==> src/c2s_pkg.sv <==
`default_nettype none
package c2s_pkg;

   localparam int FRAC_BITS  = 16;
   localparam int DIVW       = 32 + FRAC_BITS;
   localparam int ROOT_STEPS = 32;
   localparam int RAT_STEPS  = 31;
   localparam int LATENCY    = DIVW + 69;

   typedef enum logic [1:0] {
      ST_OK     = 2'd0,
      ST_WZERO  = 2'd1,
      ST_ZAXIS  = 2'd2,
      ST_ORIGIN = 2'd3
   } status_type;

   typedef struct packed {
      logic signed [31:0] x_coord;
      logic signed [31:0] y_coord;
      logic signed [31:0] z_coord;
      logic signed [31:0] w_coord;
   } point_type;

   typedef struct packed {
      logic [31:0]        radius;
      logic signed [31:0] cos_azimuth;
      logic signed [31:0] sin_azimuth;
      logic [30:0]        cos_elevation;
      logic signed [31:0] sin_elevation;
      status_type         status;
   } result_type;

   // Scaled division by the weight, three lanes sharing one divisor.
   typedef struct packed {
      logic                      wz;
      logic [2:0]                an;
      logic                      wn;
      logic [31:0]               wm;
      logic [2:0][31:0]          rem;
      logic [2:0][DIVW-1:0]      nq;
   } div_type;

   typedef struct packed {
      logic                      wz;
      logic [2:0]                qn;
      logic [2:0][31:0]          qm;
      logic [2:0][63:0]          sq;
   } sq_type;

   // Two floor square roots: lane 0 horizontal, lane 1 full radius.
   typedef struct packed {
      logic                      wz;
      logic [2:0]                qn;
      logic [2:0][31:0]          qm;
      logic [1:0][63:0]          v;
      logic [1:0][33:0]          rem;
      logic [1:0][31:0]          root;
   } sqrt_type;

   // Four Q30 ratios: x/Rh, y/Rh, Rh/R, z/R.
   typedef struct packed {
      status_type                status;
      logic [2:0]                qn;
      logic [31:0]               radius;
      logic [3:0][32:0]          rem;
      logic [3:0][30:0]          nq;
      logic [3:0][31:0]          dv;
   } rat_type;

   function automatic logic [31:0] pack_signed(input logic neg, input logic [30:0] mag);
      logic [31:0] m;
      m = {1'b0, mag};
      return neg ? (~m + 32'd1) : m;
   endfunction

endpackage
`default_nettype wire

==> src/c2s_div_cell.sv <==
`default_nettype none
module c2s_div_cell
   import c2s_pkg::*;
(
   input  wire logic    clock,
   input  wire logic    reset,
   input  wire logic    in_valid,
   input  wire div_type in_data,
   output logic         out_valid,
   output div_type      out_data
);

   logic    valid_ff;
   div_type data_ff, data_in;

   always_comb begin
      logic [32:0] trial;
      logic        ge;
      data_in = in_data;
      for (int l = 0; l < 3; l++) begin
         trial = {in_data.rem[l], in_data.nq[l][DIVW-1]};
         ge    = trial >= {1'b0, in_data.wm};
         data_in.rem[l] = ge ? 32'(trial - {1'b0, in_data.wm}) : trial[31:0];
         data_in.nq[l]  = {in_data.nq[l][DIVW-2:0], ge};
      end
   end

   always_ff @(posedge clock) begin
      if (reset) begin
         valid_ff <= 1'b0;
      end else begin
         valid_ff <= in_valid;
      end
      data_ff <= data_in;
   end

   assign out_valid = valid_ff;
   assign out_data  = data_ff;

endmodule
`default_nettype wire

==> config.mk <==
export PLATFORM = sky130hd
export DESIGN_NAME = c2s_div_cell
export DESIGN_NICKNAME = d
export VERILOG_FILES = /design/src/c2s_pkg.sv /design/src/c2s_div_cell.sv
export SDC_FILE = /design/constraint.sdc
export NUM_CORES = 1
export LEC_CHECK = 0
export BUFFER_PORTS_ARGS = -buffer_cell sky130_fd_sc_hd__buf_2
export CAP_MARGIN = 20
export CORE_AREA = 3 3 214 216
export DETAILED_ROUTE_END_ITERATION = 10
export DIE_AREA = 0 0 217 219
export HOLD_SLACK_MARGIN = 0.06
export PLACE_DENSITY = 0.61
export RECOVER_POWER = 100
export SETUP_SLACK_MARGIN = 0.05
export SKIP_CTS_REPAIR_TIMING = 1
export SLEW_MARGIN = 30
export SYNTH_ARGS = -nofsm -noshare
export SYNTH_HDL_FRONTEND = slang
export SYNTH_SLANG_ARGS = --single-unit
export TNS_END_PERCENT = 5
==> constraint.sdc <==
create_clock -name clock -period 9 [get_ports clock]
set_clock_uncertainty 0.2 [all_clocks]
set_input_delay 1.8 -clock clock [delete_from_list [all_inputs] [get_ports clock]]
set_output_delay 1.8 -clock clock [all_outputs]
set_load 0.05 [all_outputs]
**Yosys cells after proc, flatten, opt, wreduce, memory -nomap -nowiden**

Cells that the tools add are included.

- Register bits: 278
- Bits in latches: 0
- RAM bits: 0
- Bits in read-only memories: 0
- Input port bits: 280
- Output and inout bits: 278
- Logic and storage cells: 20
- Memories: 0

- $add $sub $neg: 3
- Multiply operators: 0
- Div/mod/pow operators: 0
- $lt $le $gt $ge: 3
- Equal/unequal tests: 0
- Shift-type cells: 0
- Multiplexer cells: 3
- Bitwise operators: 0
- Reductions and logical operators: 0

Operators by type and width:

| operator | number |
|---|---|
| greater-or-equal comparator 33 x 32 -> 1 bit | 3 |
| 2-to-1 mux 32 bit | 3 |
| subtractor 32 bit | 3 |

**Logic depth before layout (Yosys ltp)**

Gate-level depths: netlist of the first run.

- Depth in word-level cells: 2
- Gate-level depth with buffers: 13
- Mapped depth without buffers: 12

**Least setup slack after synthesis of the first run**

No wires, ideal clock.

- Kind: in2reg
- From: input port in_data[241] (netlist bit)
- To: register data_ff (netlist bit out_data[212])
- Setup time: 0.121 ns
- Data arrival time: 4.094 ns
- Required time: 8.679 ns
- Setup slack: 4.585 ns
- Stages: 12
- Buffers on the path: 1
- Cells stage by stage: inv_1 -> ha_1 -> nor2b_1 -> o31a_1 -> o31a_1 -> or3_1 -> nand3b_2 -> o21ai_2 -> a31oi_4 -> a22oi_4 -> buf_6 -> mux2_4

RTL lines:

| element | RTL line | source |
|---|---|---|
| from (decl) | c2s_div_cell.sv:8 | `input wire div_type in_data,` |
| to (signal assigned) | c2s_div_cell.sv:34 | `data_ff <= data_in;` |
| to (decl) | c2s_div_cell.sv:14 | `div_type data_ff, data_in;` |

==> results of run 1 <==
## path summary, 6_finish.rpt
path | end | cells after the start | slack [ns]
worst max-delay path | out_data[152]$_DFF_P_ | 13 | 2.32
worst min-delay path | out_data[112]$_DFF_P_ | 1 | 1.16
## state kept, by name, indices dropped and copies added, names as in the netlist
register   count
out_data     277
out_valid      1
## metal layers
layer | share of wire | GRT usage | vias to the layer above | wire (um)
met5 | 0.0032 | 0 | - | 186
met4 | 0.041 | 0.0859 | 30 | 2420
met3 | 0.076 | 0.0708 | 119 | 4430
met2 | 0.49 | 0.421 | 438 | 28800
met1 | 0.39 | 0.265 | 5513 | 22800
li1 | - | - | 5524 | -
## layout make-up
cell class,instances,area (sq um)
fill,4674,27700
timing repair buffer,560,2420
sequential,278,5570
antenna,8,20.0
tap,592,741
clock inverter,18,253
inverter,58,218
multi-input combinational,859,6230
clock buffer,44,950
## layout by cell type, fill, tap and decap left out, types with 4 or more instances in the layout
master / count
sky130_fd_sc_hd__o21bai_1: 11
sky130_fd_sc_hd__xor2_1: 28
sky130_fd_sc_hd__clkinv_2: 6
sky130_fd_sc_hd__mux2_4: 14
sky130_fd_sc_hd__a21boi_0: 4
sky130_fd_sc_hd__nand2b_1: 16
sky130_fd_sc_hd__and3_1: 11
sky130_fd_sc_hd__o31a_1: 7
sky130_fd_sc_hd__nor4b_1: 4
sky130_fd_sc_hd__nor4_1: 6
sky130_fd_sc_hd__xnor2_1: 45
sky130_fd_sc_hd__nand4_1: 24
sky130_fd_sc_hd__nor2_1: 55
sky130_fd_sc_hd__or3_1: 7
sky130_fd_sc_hd__buf_2: 250
sky130_fd_sc_hd__o211ai_1: 4
sky130_fd_sc_hd__o21a_1: 13
sky130_fd_sc_hd__a21oi_1: 100
sky130_fd_sc_hd__clkbuf_1: 313
sky130_fd_sc_hd__inv_1: 58
sky130_fd_sc_hd__o21ai_0: 90
sky130_fd_sc_hd__mux2_2: 6
sky130_fd_sc_hd__a211oi_1: 6
sky130_fd_sc_hd__and4_1: 4
sky130_fd_sc_hd__clkbuf_16: 35
sky130_fd_sc_hd__diode_2: 8
sky130_fd_sc_hd__dfxtp_1: 278
sky130_fd_sc_hd__nand3_1: 20
sky130_fd_sc_hd__nor3_1: 14
sky130_fd_sc_hd__nand2_1: 93
sky130_fd_sc_hd__mux2_1: 37
sky130_fd_sc_hd__o31ai_1: 10
sky130_fd_sc_hd__bufinv_16: 5
sky130_fd_sc_hd__nor2b_1: 16
sky130_fd_sc_hd__a31oi_1: 8
sky130_fd_sc_hd__clkbuf_8: 4
sky130_fd_sc_hd__o21ai_1: 5
sky130_fd_sc_hd__a21o_1: 46
sky130_fd_sc_hd__ha_1: 96
sky130_fd_sc_hd__mux2i_1: 13
## kinds of logic (layout without fill, tap and decap cells)
group | count (synthesis) | count (layout) | share of synthesized area
fa+ha+maj | 99 | 99 | 0.101
flops | 278 | 278 | 0.448
mux | 70 | 70 | 0.0775
other cells | 0 | 8 | 0
xor+xnor | 73 | 73 | 0.0514
simple gates | 289 | 289 | 0.117
buf+inv | 104 | 680 | 0.0359
compound gates | 328 | 328 | 0.169
## stage by stage
step / std cells / instance area [sq um] / setup slack, ns
3_5_place_dp: 2347 / 15800 / 3.31
6_report: 2417 / 16400 / 2.32
3_3_place_gp: 2347 / 15800 / 3.40
2_1_floorplan: 1241 / 12400 / 4.58
5_1_grt: 2409 / 16400 / 1.90
4_1_cts: 2409 / 17000 / 3.88
## synthesized netlist by cell type, types with 4 or more instances
| cell type | n | share of area |
|---|---|---|
| sky130_fd_sc_hd__a211oi_1 | 6 | 0.0036 |
| sky130_fd_sc_hd__o21bai_1 | 10 | 0.0060 |
| sky130_fd_sc_hd__nand2_1 | 93 | 0.028 |
| sky130_fd_sc_hd__buf_2 | 6 | 0.0024 |
| sky130_fd_sc_hd__clkbuf_1 | 32 | 0.0097 |
| sky130_fd_sc_hd__o21ai_1 | 11 | 0.0044 |
| sky130_fd_sc_hd__nand2b_1 | 16 | 0.0081 |
| sky130_fd_sc_hd__nor4b_1 | 4 | 0.0028 |
| sky130_fd_sc_hd__and3_1 | 11 | 0.0055 |
| sky130_fd_sc_hd__nand3_1 | 20 | 0.0081 |
| sky130_fd_sc_hd__o211ai_1 | 4 | 0.0024 |
| sky130_fd_sc_hd__a21o_1 | 46 | 0.028 |
| sky130_fd_sc_hd__o31ai_1 | 10 | 0.0060 |
| sky130_fd_sc_hd__nor3_1 | 14 | 0.0056 |
| sky130_fd_sc_hd__xor2_1 | 28 | 0.020 |
| sky130_fd_sc_hd__a31oi_1 | 7 | 0.0035 |
| sky130_fd_sc_hd__nor4_1 | 6 | 0.0030 |
| sky130_fd_sc_hd__buf_6 | 6 | 0.0054 |
| sky130_fd_sc_hd__ha_1 | 96 | 0.097 |
| sky130_fd_sc_hd__mux2i_1 | 13 | 0.010 |
| sky130_fd_sc_hd__mux2_2 | 6 | 0.0054 |
| sky130_fd_sc_hd__xnor2_1 | 45 | 0.032 |
| sky130_fd_sc_hd__and4_1 | 4 | 0.0028 |
| sky130_fd_sc_hd__nor2_1 | 55 | 0.017 |
| sky130_fd_sc_hd__o31a_1 | 7 | 0.0049 |
| sky130_fd_sc_hd__nand4_1 | 24 | 0.012 |
| sky130_fd_sc_hd__o21a_1 | 13 | 0.0078 |
| sky130_fd_sc_hd__inv_1 | 58 | 0.018 |
| sky130_fd_sc_hd__mux2_4 | 51 | 0.062 |
| sky130_fd_sc_hd__a21boi_0 | 4 | 0.0024 |
| sky130_fd_sc_hd__dfxtp_1 | 278 | 0.45 |
| sky130_fd_sc_hd__or3_1 | 7 | 0.0035 |
| sky130_fd_sc_hd__o21ai_0 | 83 | 0.033 |
| sky130_fd_sc_hd__nor2b_1 | 16 | 0.0081 |
| sky130_fd_sc_hd__a21oi_1 | 99 | 0.040 |
## power by group through the flow
stage	Clock, uW	Combinational, uW	Sequential [uW]
6_report	1480	1250	1420
3_3_place_gp	0	1320	1450
3_5_place_dp	0	1330	1440
4_1_cts	1530	1330	1420
5_1_grt	1570	1320	1430
2_1_floorplan	0	464	1920
==> summary.log, run 1 <==
[status] result of the run complete, but fails checks
[status] failing checks max-capacitance violations, max-slew violations
[grt] vias in the first global route 11,900
[clock_network] clock edge transition at the registers on the reported setup and hold paths 0.06 ns
[setup_path] critical path endpoint category flop
[clock_network] TritonCTS clock tree done
[route] Post-route DRC 0
[power_and_ir_drop] total leakage power 0.00731 uW
[timing] setup tns final 0 ns
[placed_design] number of port buffers 557
[grt] largest net degree at the start of global routing 53
[grt] Overflow after GRT 0
[die] core area 44,100 sq um
[die] initial cell density of the core 0.282
[yosys] Seq/Total Area, Yosys 0.448
[setup_path] Crit-path slowest cell sky130_fd_sc_hd__a31oi_1
[setup_path] combined buffer and inverter count along the critical path 3
[die] I/O Pins 558
[yosys] post-synthesis cell count 1,241
[clock_network] number of sinks on the clock net 278
[clock_network] number of buffers created by CTS 35
[route] detailed-route via count 11,600
[placed_design] gpl congestion 0.917
[yosys] per-instance average area after synthesis 10.0 sq um
[setup_path] Worst Path Arrival 6.89 ns
[layout] Nets 2,171
[layout] area growth from synthesis to layout 31.9%
[timing] maximum clock rate 0.150 GHz
[timing] slew of the pin with the lowest slew margin 2.50 ns
[yosys] proportion of register bits with asynchronous set or reset after synthesis 0
[die] die span in x 217 um
[setup_path] gate family responsible for the most delay along the worst path compound AO/OA/AOI/OAI gates
[setup_path] startpoint of the most critical setup path in_data[241]
[power_and_ir_drop] power per standard cell area 253 nW/um^2
[setup_path] startpoint type of the worst setup path primary input
[grt] antenna violations before repair 33
[setup_path] delay of the slowest cell on the worst path 1.70 ns
[timing] time the worst path needs with I/O delays and setup 6.68 ns
[setup_path] worst-path cell chain clkbuf_1 > inv_1 > ha_1 > nor2b_1 > o31a_1 > o31ai_2 > a21boi_2 > o21bai_1 > a2111oi_0 > nand2b_4 > a31oi_1 > buf_4 > mux2_1
[route] first drt pass iteration count 5
[timing] number of pins with negative max-slew slack in the final report 52
[setup_path] worst path required time 9.21 ns
[yosys] total nets after synthesis 1,620
[route] Avg WL per Cell 24.3 um
[yosys] synthesis-stage register bit count 278
[timing] unrepaired setup endpoints after global routing no
[timing] final worst path period share 0.743
[placed_design] estimated wirelength of the detail-placed design 49.5 mm
[yosys] number of warning messages in the yosys log 0
[power_and_ir_drop] fraction of power spent switching nets 0.375
[power_and_ir_drop] clock share of power 0.356
[power_and_ir_drop] relative contribution of sequential cells to total power 0.343
[layout] fraction of final layout cells sized beyond drive strength 1 0.188
[die] Rows 77
[timing] worst-case hold slack 1.16 ns
[route] routed via count divided by cell count 4.81
[power_and_ir_drop] maximum vdd drop 0.180 mV
[route] aggregate routed wire length 58.6 mm
[yosys] number of distinct library cells after synthesis 74
[layout] core utilization of the finished layout 0.372
[hold_path] worst hold-check path type primary input to flop
[flow_run] MaxCap Viol Count 2
[clock_network] number of H-tree levels 2
[route] ANT nets after route 0
[hold_path] start point of the worst min-delay path in_data[111]
[yosys] leading register cell type out of synthesis sky130_fd_sc_hd__dfxtp_1
[setup_path] critical setup path kind primary input to flop
[die] Die Ht 219 um
[timing] setup violators final 0
[power_and_ir_drop] Cell Int Power 2590 uW
[power_and_ir_drop] Sw Pwr 1550 uW
[route] count of routing violations after the opening detailed-route iteration 483
[power_and_ir_drop] Power Total 4150 uW
[yosys] Post-synth EDFFs 0
[timing] Max-Slew Margin vs Limit -0.676
[clock_network] clock buffer depth 3
[power_and_ir_drop] Comb pwr share 0.301
[yosys] post-synthesis instance area 12,400 sq um
[clock_network] CTS root buf sky130_fd_sc_hd__clkbuf_16
[die] DIE AREA 47,500 sq um
[setup_path] highest fanout seen on the critical path 17
[grt] Overall Global Routing Usage 0.236
[timing] Hold Violations, Final 0
[grt] wire length of the first global-routing pass 81.0 mm
Power figures use the tool's default switching activity.
==> run 2: changes to the inputs <==
Clock period 9 ns to 7 ns, I/O delays scaled along.
==> summary.log, run 2 (synthesis gave the netlist of run 1 again) <==
[setup_path] Worst Path Arrival 5.69 ns [-1.20 ns]
[placed_design] number of port buffers 557 [unchanged]
[layout] most used cells in the layout excluding fill and tap cells 315 x sky130_fd_sc_hd__clkbuf_1, 278 x sky130_fd_sc_hd__dfxtp_1, 248 x sky130_fd_sc_hd__buf_2, 100 x sky130_fd_sc_hd__a21oi_1, 96 x sky130_fd_sc_hd__ha_1
[die] initial cell density of the core 0.282 [unchanged]
[timing] time the worst path needs with I/O delays and setup 5.50 ns
[clock_network] number of buffers created by CTS 35 [unchanged]
[die] Die Ht 219 um [unchanged]
[grt] Overall Global Routing Usage 0.235 [-0.000519]
[timing] Hold Violations, Final 0 [unchanged]
[setup_path] startpoint type of the worst setup path primary input
[route] Post-route DRC 0 [unchanged]
[layout] fraction of final layout cells sized beyond drive strength 1 0.181 [-0.00670]
[layout] leading cell type in the layout, fill and taps excluded sky130_fd_sc_hd__clkbuf_1
[grt] vias in the first global route 11,700 [-1.5%]
[power_and_ir_drop] power per standard cell area 328 nW/um^2 [+30%]
[die] die span in x 217 um [unchanged]
[timing] worst-case hold slack 0.757 ns [-0.402 ns]
[clock_network] clock buffer depth 3 [unchanged]
[clock_network] number of sinks on the clock net 278 [unchanged]
[grt] largest net degree at the start of global routing 43 [-19%]
[grt] wire length of the first global-routing pass 81.0 mm [+0.12%]
[timing] slew of the pin with the lowest slew margin 1.13 ns [-1.37 ns]
[die] Rows 77 [unchanged]
[setup_path] critical path endpoint category flop
[die] core area 44,100 sq um [unchanged]
[timing] maximum clock rate 0.182 GHz
[flow_run] MaxCap Viol Count 0 [-2]
[route] aggregate routed wire length 58.8 mm [+0.38%]
[hold_path] worst hold-check path type primary input to flop
[timing] unrepaired setup endpoints after global routing no
[placed_design] estimated wirelength of the detail-placed design 49.8 mm [+0.71%]
[route] detailed-route via count 11,600 [-0.017%]
[grt] Overflow after GRT 0 [unchanged]
[power_and_ir_drop] total leakage power 0.00731 uW [about the same]
[layout] flip-flop count of the largest register, all copies and words added 277 [unchanged]
[status] result of the run finished, final reports clean
[setup_path] worst path required time 7.20 ns [-2.01 ns]
[clock_network] TritonCTS clock tree done
[timing] number of pins with negative max-slew slack in the final report 0 [-100%]
[die] I/O Pins 558 [unchanged]
[hold_path] Worst Hold Path Cells 1 [unchanged]
[timing] final worst path period share 0.785
[clock_network] number of H-tree levels 2 [unchanged]
[route] ANT nets after route 0 [unchanged]
[route] Avg WL per Cell 24.3 um [+0.34%]
[timing] setup violators final 0 [unchanged]
[placed_design] gpl congestion 0.911 [-0.70%]
[grt] antenna violations before repair 22 [-33%]
[route] count of routing violations after the opening detailed-route iteration 565 [+17%]
[setup_path] critical setup path kind primary input to flop
[setup_path] highest fanout seen on the critical path 30 [+13]
[clock_network] CTS root buf sky130_fd_sc_hd__clkbuf_16
[clock_network] clock edge transition at the registers on the reported setup and hold paths 0.06 ns [about the same]
[layout] area growth from synthesis to layout 32.2%
[route] first drt pass iteration count 7 [+2]
[timing] Max-Slew Margin vs Limit 0.244 [+0.920]
[die] DIE AREA 47,500 sq um [unchanged]
[layout] Nets 2,173 [+0.092%]
[timing] setup tns final 0 ns [unchanged]
[power_and_ir_drop] Power Total 5400 uW [+30%]
[timing] final worst setup slack 1.50 ns [-0.813 ns]
[route] routed via count divided by cell count 4.81 [about the same]
[power_and_ir_drop] maximum vdd drop 0.216 mV [+20%]
[placed_design] post-placement setup slack 1.46 ns [-1.85 ns]
[run 2: cell count changes in the layout (fill, tap and decap cells not counted), moves of 2 or more]
cell,delta
sky130_fd_sc_hd__buf_2,-2
sky130_fd_sc_hd__clkbuf_1,+2
sky130_fd_sc_hd__clkbuf_8,+4
sky130_fd_sc_hd__clkinvlp_4,-3
sky130_fd_sc_hd__mux2_1,+11
sky130_fd_sc_hd__mux2_4,-11
[run 2: power by group]
part	internal, uW	total (uW)	switching (uW)
clock network	1230	1970	746
registers	1760	1830	72.4
logic	406	1590	1180
[run 2: worst paths after layout]
kind                         start                     to  slack, ns
worst max-delay path  in_data[241]  out_data[186]$_DFF_P_       1.50
worst min-delay path    in_data[0]    out_data[1]$_DFF_P_       0.76
[run 2: area by class of cell]
class                   count  area, sq um
fillers                  4630        27700
flip-flops and latches    278         5570
well taps                 592          741
repair buffers            562         2450
diodes                      8         20.0
multi-input cells         859         6190
clock buffers              46          997
inverters                  58          218
clock inverters            15          255
[run 2: worst max-delay path, stage by stage]
cell	delay, ns
sky130_fd_sc_hd__clkbuf_1	0.37
sky130_fd_sc_hd__inv_1	0.24
sky130_fd_sc_hd__ha_1	0.34
sky130_fd_sc_hd__nor2b_1	0.15
sky130_fd_sc_hd__o31a_1	0.29
sky130_fd_sc_hd__o311ai_0	0.29
sky130_fd_sc_hd__nand4b_1	0.31
sky130_fd_sc_hd__a2111oi_0	0.46
sky130_fd_sc_hd__nor2_1	0.12
sky130_fd_sc_hd__a21oi_1	0.91
sky130_fd_sc_hd__buf_16	0.25
sky130_fd_sc_hd__clkbuf_1	0.38
sky130_fd_sc_hd__o21ai_0	0.17
[run 2: metal layers]
metal	up-vias	track usage	share of wire
met1	5573	0.274	0.40
met3	91	0.0558	0.066
met5	-	0	0.0010
met4	8	0.0620	0.028
met2	428	0.431	0.51
li1	5522	-	-
[run 2: metrics by stage]
step	util	cells	cell area, sq um
finish	0.373	2418	16400
global placement	0.357	2348	15800
detailed placement	0.357	2348	15800
floorplan	-	1241	12400
CTS	0.386	2409	17000
global route	0.372	2410	16400
==> run 3: changes to the inputs <==
Settings changed: ABC_AREA from default to 1, PLACE_DENSITY 0.61 to 0.69.
Clock period 7 ns to 4.59 ns, I/O delays scaled along.
==> summary.log, run 3 <==
[status] result of the run finished, final reports clean
[timing] time the worst path needs with I/O delays and setup 3.35 ns
[setup_path] Worst Path Arrival 3.66 ns [-2.03 ns]
[setup_path] critical setup path kind primary input to flop
[timing] setup violators final 0 [unchanged]
[clock_network] clock buffer depth 3 [unchanged]
[yosys] per-instance average area after synthesis 6.75 sq um [-33%]
[setup_path] critical path endpoint category flop
[yosys] synthesis-stage register bit count 278 [unchanged]
[layout] Nets 3,133 [+44%]
[timing] final worst path period share 0.731
[hold_path] start point of the worst min-delay path in_data[9]
[placed_design] total instance count after detailed placement 3,309 [+41%]
[die] Die Ht 219 um [unchanged]
[yosys] area fraction of the dominant cell type after synthesis 0.378 [-0.0700]
[yosys] Post-synth top cells 852 x sky130_fd_sc_hd__nand2_1, 389 x sky130_fd_sc_hd__inv_1, 278 x sky130_fd_sc_hd__dfxtp_1
[route] Post-route DRC 0 [unchanged]
[route] length of routed met2 wiring 34.1 mm [+15%]
[placed_design] estimated wirelength of the detail-placed design 57.8 mm [+16%]
[setup_path] highest fanout seen on the critical path 35 [+17%]
[yosys] proportion of register bits with asynchronous set or reset after synthesis 0 [unchanged]
[yosys] leading register cell type out of synthesis sky130_fd_sc_hd__dfxtp_1
[hold_path] Worst Hold Path Cells 1 [unchanged]
[flow_run] MaxCap Viol Count 0 [unchanged]
[clock_network] TritonCTS clock tree done
[setup_path] startpoint of the most critical setup path in_data[241]
[yosys] post-synthesis cell count 2,183 [+76%]
[yosys] Post-synth EDFFs 0 [unchanged]
[grt] largest net degree at the start of global routing 36 [-16%]
[grt] wire length of the first global-routing pass 95.5 mm [+18%]
[yosys] number of distinct library cells after synthesis 31 [-58%]
[clock_network] clock edge transition at the registers on the reported setup and hold paths 0.06 ns [about the same]
[route] ANT nets after route 0 [unchanged]
[clock_network] number of buffers created by CTS 35 [unchanged]
[yosys] Seq/Total Area, Yosys 0.378 [-0.0700]
[layout] area of combinational cells with multiple inputs 7380 sq um [+19%]
[grt] vias in the first global route 14,500 [+24%]
[yosys] post-synthesis instance area 14,700 sq um [+19%]
[route] met1 wire length 26.9 mm [+15%]
[layout] flip-flop count of the largest register, all copies and words added 277 [unchanged]
[grt] Overflow after GRT 0 [unchanged]
[timing] Max-Slew Margin vs Limit 0.386 [+0.142]
[timing] maximum clock rate 0.298 GHz
[die] core area 44,100 sq um [unchanged]
[timing] setup tns final 0 ns [unchanged]
[route] routed via count divided by cell count 4.59 [-4.4%]
[yosys] cell type contributing the most total cell area after synthesis sky130_fd_sc_hd__dfxtp_1
[placed_design] gpl congestion 0.973 [+6.8%]
[clock_network] CTS root buf sky130_fd_sc_hd__clkbuf_16
[clock_network] number of H-tree levels 2 [unchanged]
[placed_design] number of port buffers 557 [unchanged]
[die] I/O Pins 558 [unchanged]
[route] routed length on met3 4.77 mm [+22%]
[layout] total of fill cells in the finished design 4,913 [+6.1%]
[layout] leading cell type in the layout, fill and taps excluded sky130_fd_sc_hd__nand2_1
[hold_path] endpoint of the worst hold path out_data[10]$_DFF_P_
[route] highest signal layer in the routed design met5
[timing] Hold Violations, Final 0 [unchanged]
[power_and_ir_drop] total leakage power 0.0104 uW [+43%]
[setup_path] startpoint type of the worst setup path primary input
[route] first drt pass iteration count 5 [-2]
[layout] area growth from synthesis to layout 27.3%
[layout] fraction of final layout cells sized beyond drive strength 1 0.126 [-0.0550]
[setup_path] worst path required time 4.90 ns [-2.30 ns]
[layout] register area 5570 sq um [unchanged]
[clock_network] number of sinks on the clock net 278 [unchanged]
[die] Rows 77 [unchanged]
[layout] Non-Filler Instances 3,376 [+40%]
[die] die span in x 217 um [unchanged]
[yosys] number of warning messages in the yosys log 0 [unchanged]
[timing] unrepaired setup endpoints after global routing no
[route] aggregate routed wire length 68.6 mm [+17%]
[yosys] most numerous cell in the Yosys netlist sky130_fd_sc_hd__nand2_1
[grt] antenna violations before repair 19 [-14%]
[die] initial cell density of the core 0.334 [+0.0522]
[timing] slew of the pin with the lowest slew margin 0.925 ns [-0.208 ns]
[grt] Overall Global Routing Usage 0.275 [+0.0401]
[power_and_ir_drop] maximum vdd drop 0.270 mV [+25%]
[die] DIE AREA 47,500 sq um [unchanged]
[route] count of routing violations after the opening detailed-route iteration 989 [+75%]
[timing] number of pins with negative max-slew slack in the final report 0 [unchanged]
[yosys] total nets after synthesis 2,562 [+58%]
[route] detailed-route via count 15,500 [+33%]
[power_and_ir_drop] power per standard cell area 429 nW/um^2 [+31%]
[route] Avg WL per Cell 20.3 um [-17%]
[yosys] top cells by area, synth sky130_fd_sc_hd__dfxtp_1 38%, sky130_fd_sc_hd__nand2_1 22%, sky130_fd_sc_hd__inv_1 9.9%
[layout] most used cells in the layout excluding fill and tap cells 856 x sky130_fd_sc_hd__nand2_1, 389 x sky130_fd_sc_hd__inv_1, 325 x sky130_fd_sc_hd__clkbuf_1, 278 x sky130_fd_sc_hd__dfxtp_1, 238 x sky130_fd_sc_hd__buf_2
[hold_path] worst hold-check path type primary input to flop
## run 3: worst max-delay path by stage
stage | endpoint | depth (start not counted) | slack (ns)
2_1_floorplan | out_data[197]$_DFF_P_ | 11 | 1.99
3_3_place_gp | out_data[227]$_DFF_P_ | 13 | 1.12
3_5_place_dp | out_data[214]$_DFF_P_ | 12 | 1.09
4_1_cts | out_data[212]$_DFF_P_ | 12 | 1.64
5_1_grt | out_data[193]$_DFF_P_ | 13 | 1.03
6_report | out_data[205]$_DFF_P_ | 13 | 1.24
## run 3: kinds of logic (layout without fill, tap and decap cells)
| logic type | after synthesis | count (layout) | share of synthesized area |
|---|---|---|---|
| other | 0 | 6 | 0 |
| adder cells (fa/ha/maj) | 99 | 99 | 0.0856 |
| AND/OR/NAND/NOR | 1266 | 1266 | 0.371 |
| AO/OA/AOI/OAI | 70 | 70 | 0.0249 |
| XOR/XNOR | 42 | 42 | 0.0250 |
| flip-flops | 278 | 278 | 0.378 |
| buffers and inverters | 428 | 1023 | 0.115 |
## run 3: critical path: stages
cell                       delay (ns)
sky130_fd_sc_hd__clkbuf_1        0.42
sky130_fd_sc_hd__inv_1           0.32
sky130_fd_sc_hd__ha_1            0.41
sky130_fd_sc_hd__nand2_1         0.06
sky130_fd_sc_hd__nor2_1          0.12
sky130_fd_sc_hd__nand3_1         0.10
sky130_fd_sc_hd__nand3_1         0.17
sky130_fd_sc_hd__nand2_1         0.10
sky130_fd_sc_hd__nand2_1         0.13
sky130_fd_sc_hd__nand2_4         0.28
sky130_fd_sc_hd__nand2_8         0.35
sky130_fd_sc_hd__nand3_1         0.18
sky130_fd_sc_hd__nand2_1         0.09
## run 3: layout make-up
class | count | area share
inverters | 400 | 0.0800
clock inverters | 14 | 0.00833
clock buffers | 47 | 0.0523
diodes | 6 | 0.000800
repair buffers | 562 | 0.129
multi-input cells | 1477 | 0.393
well taps | 592 | 0.0395
flip-flops and latches | 278 | 0.297
## run 3: metal layers
metal / vias to the layer above / track usage
li1: 7784 / -
met1: 6965 / 0.318
met2: 613 / 0.503
met3: 130 / 0.0631
met4: 18 / 0.0870
met5: - / 0
## run 3: per-stage QoR
step           setup WS [ns]  instance area (sq um)  power [uW]  utilization  hold slack (ns)
3_5_place_dp            1.09                  18100        5440        0.410            0.822
5_1_grt                 1.03                  18800        8410        0.425            0.240
4_1_cts                 1.64                  19200        8210        0.436            0.229
6_report                1.24                  18800        8060        0.425            0.264
2_1_floorplan           1.99                  14700        4630            -            0.746
3_3_place_gp            1.12                  18100        5440        0.410            0.821
## run 3: power breakdown
| group | total, uW | internal [uW] | switching, uW |
|---|---|---|---|
| Clock | 2750 | 1580 | 1170 |
| Combinational | 2540 | 570 | 1970 |
| Sequential | 2770 | 2670 | 96.8 |
| Total | 8060 | 4820 | 3240 |
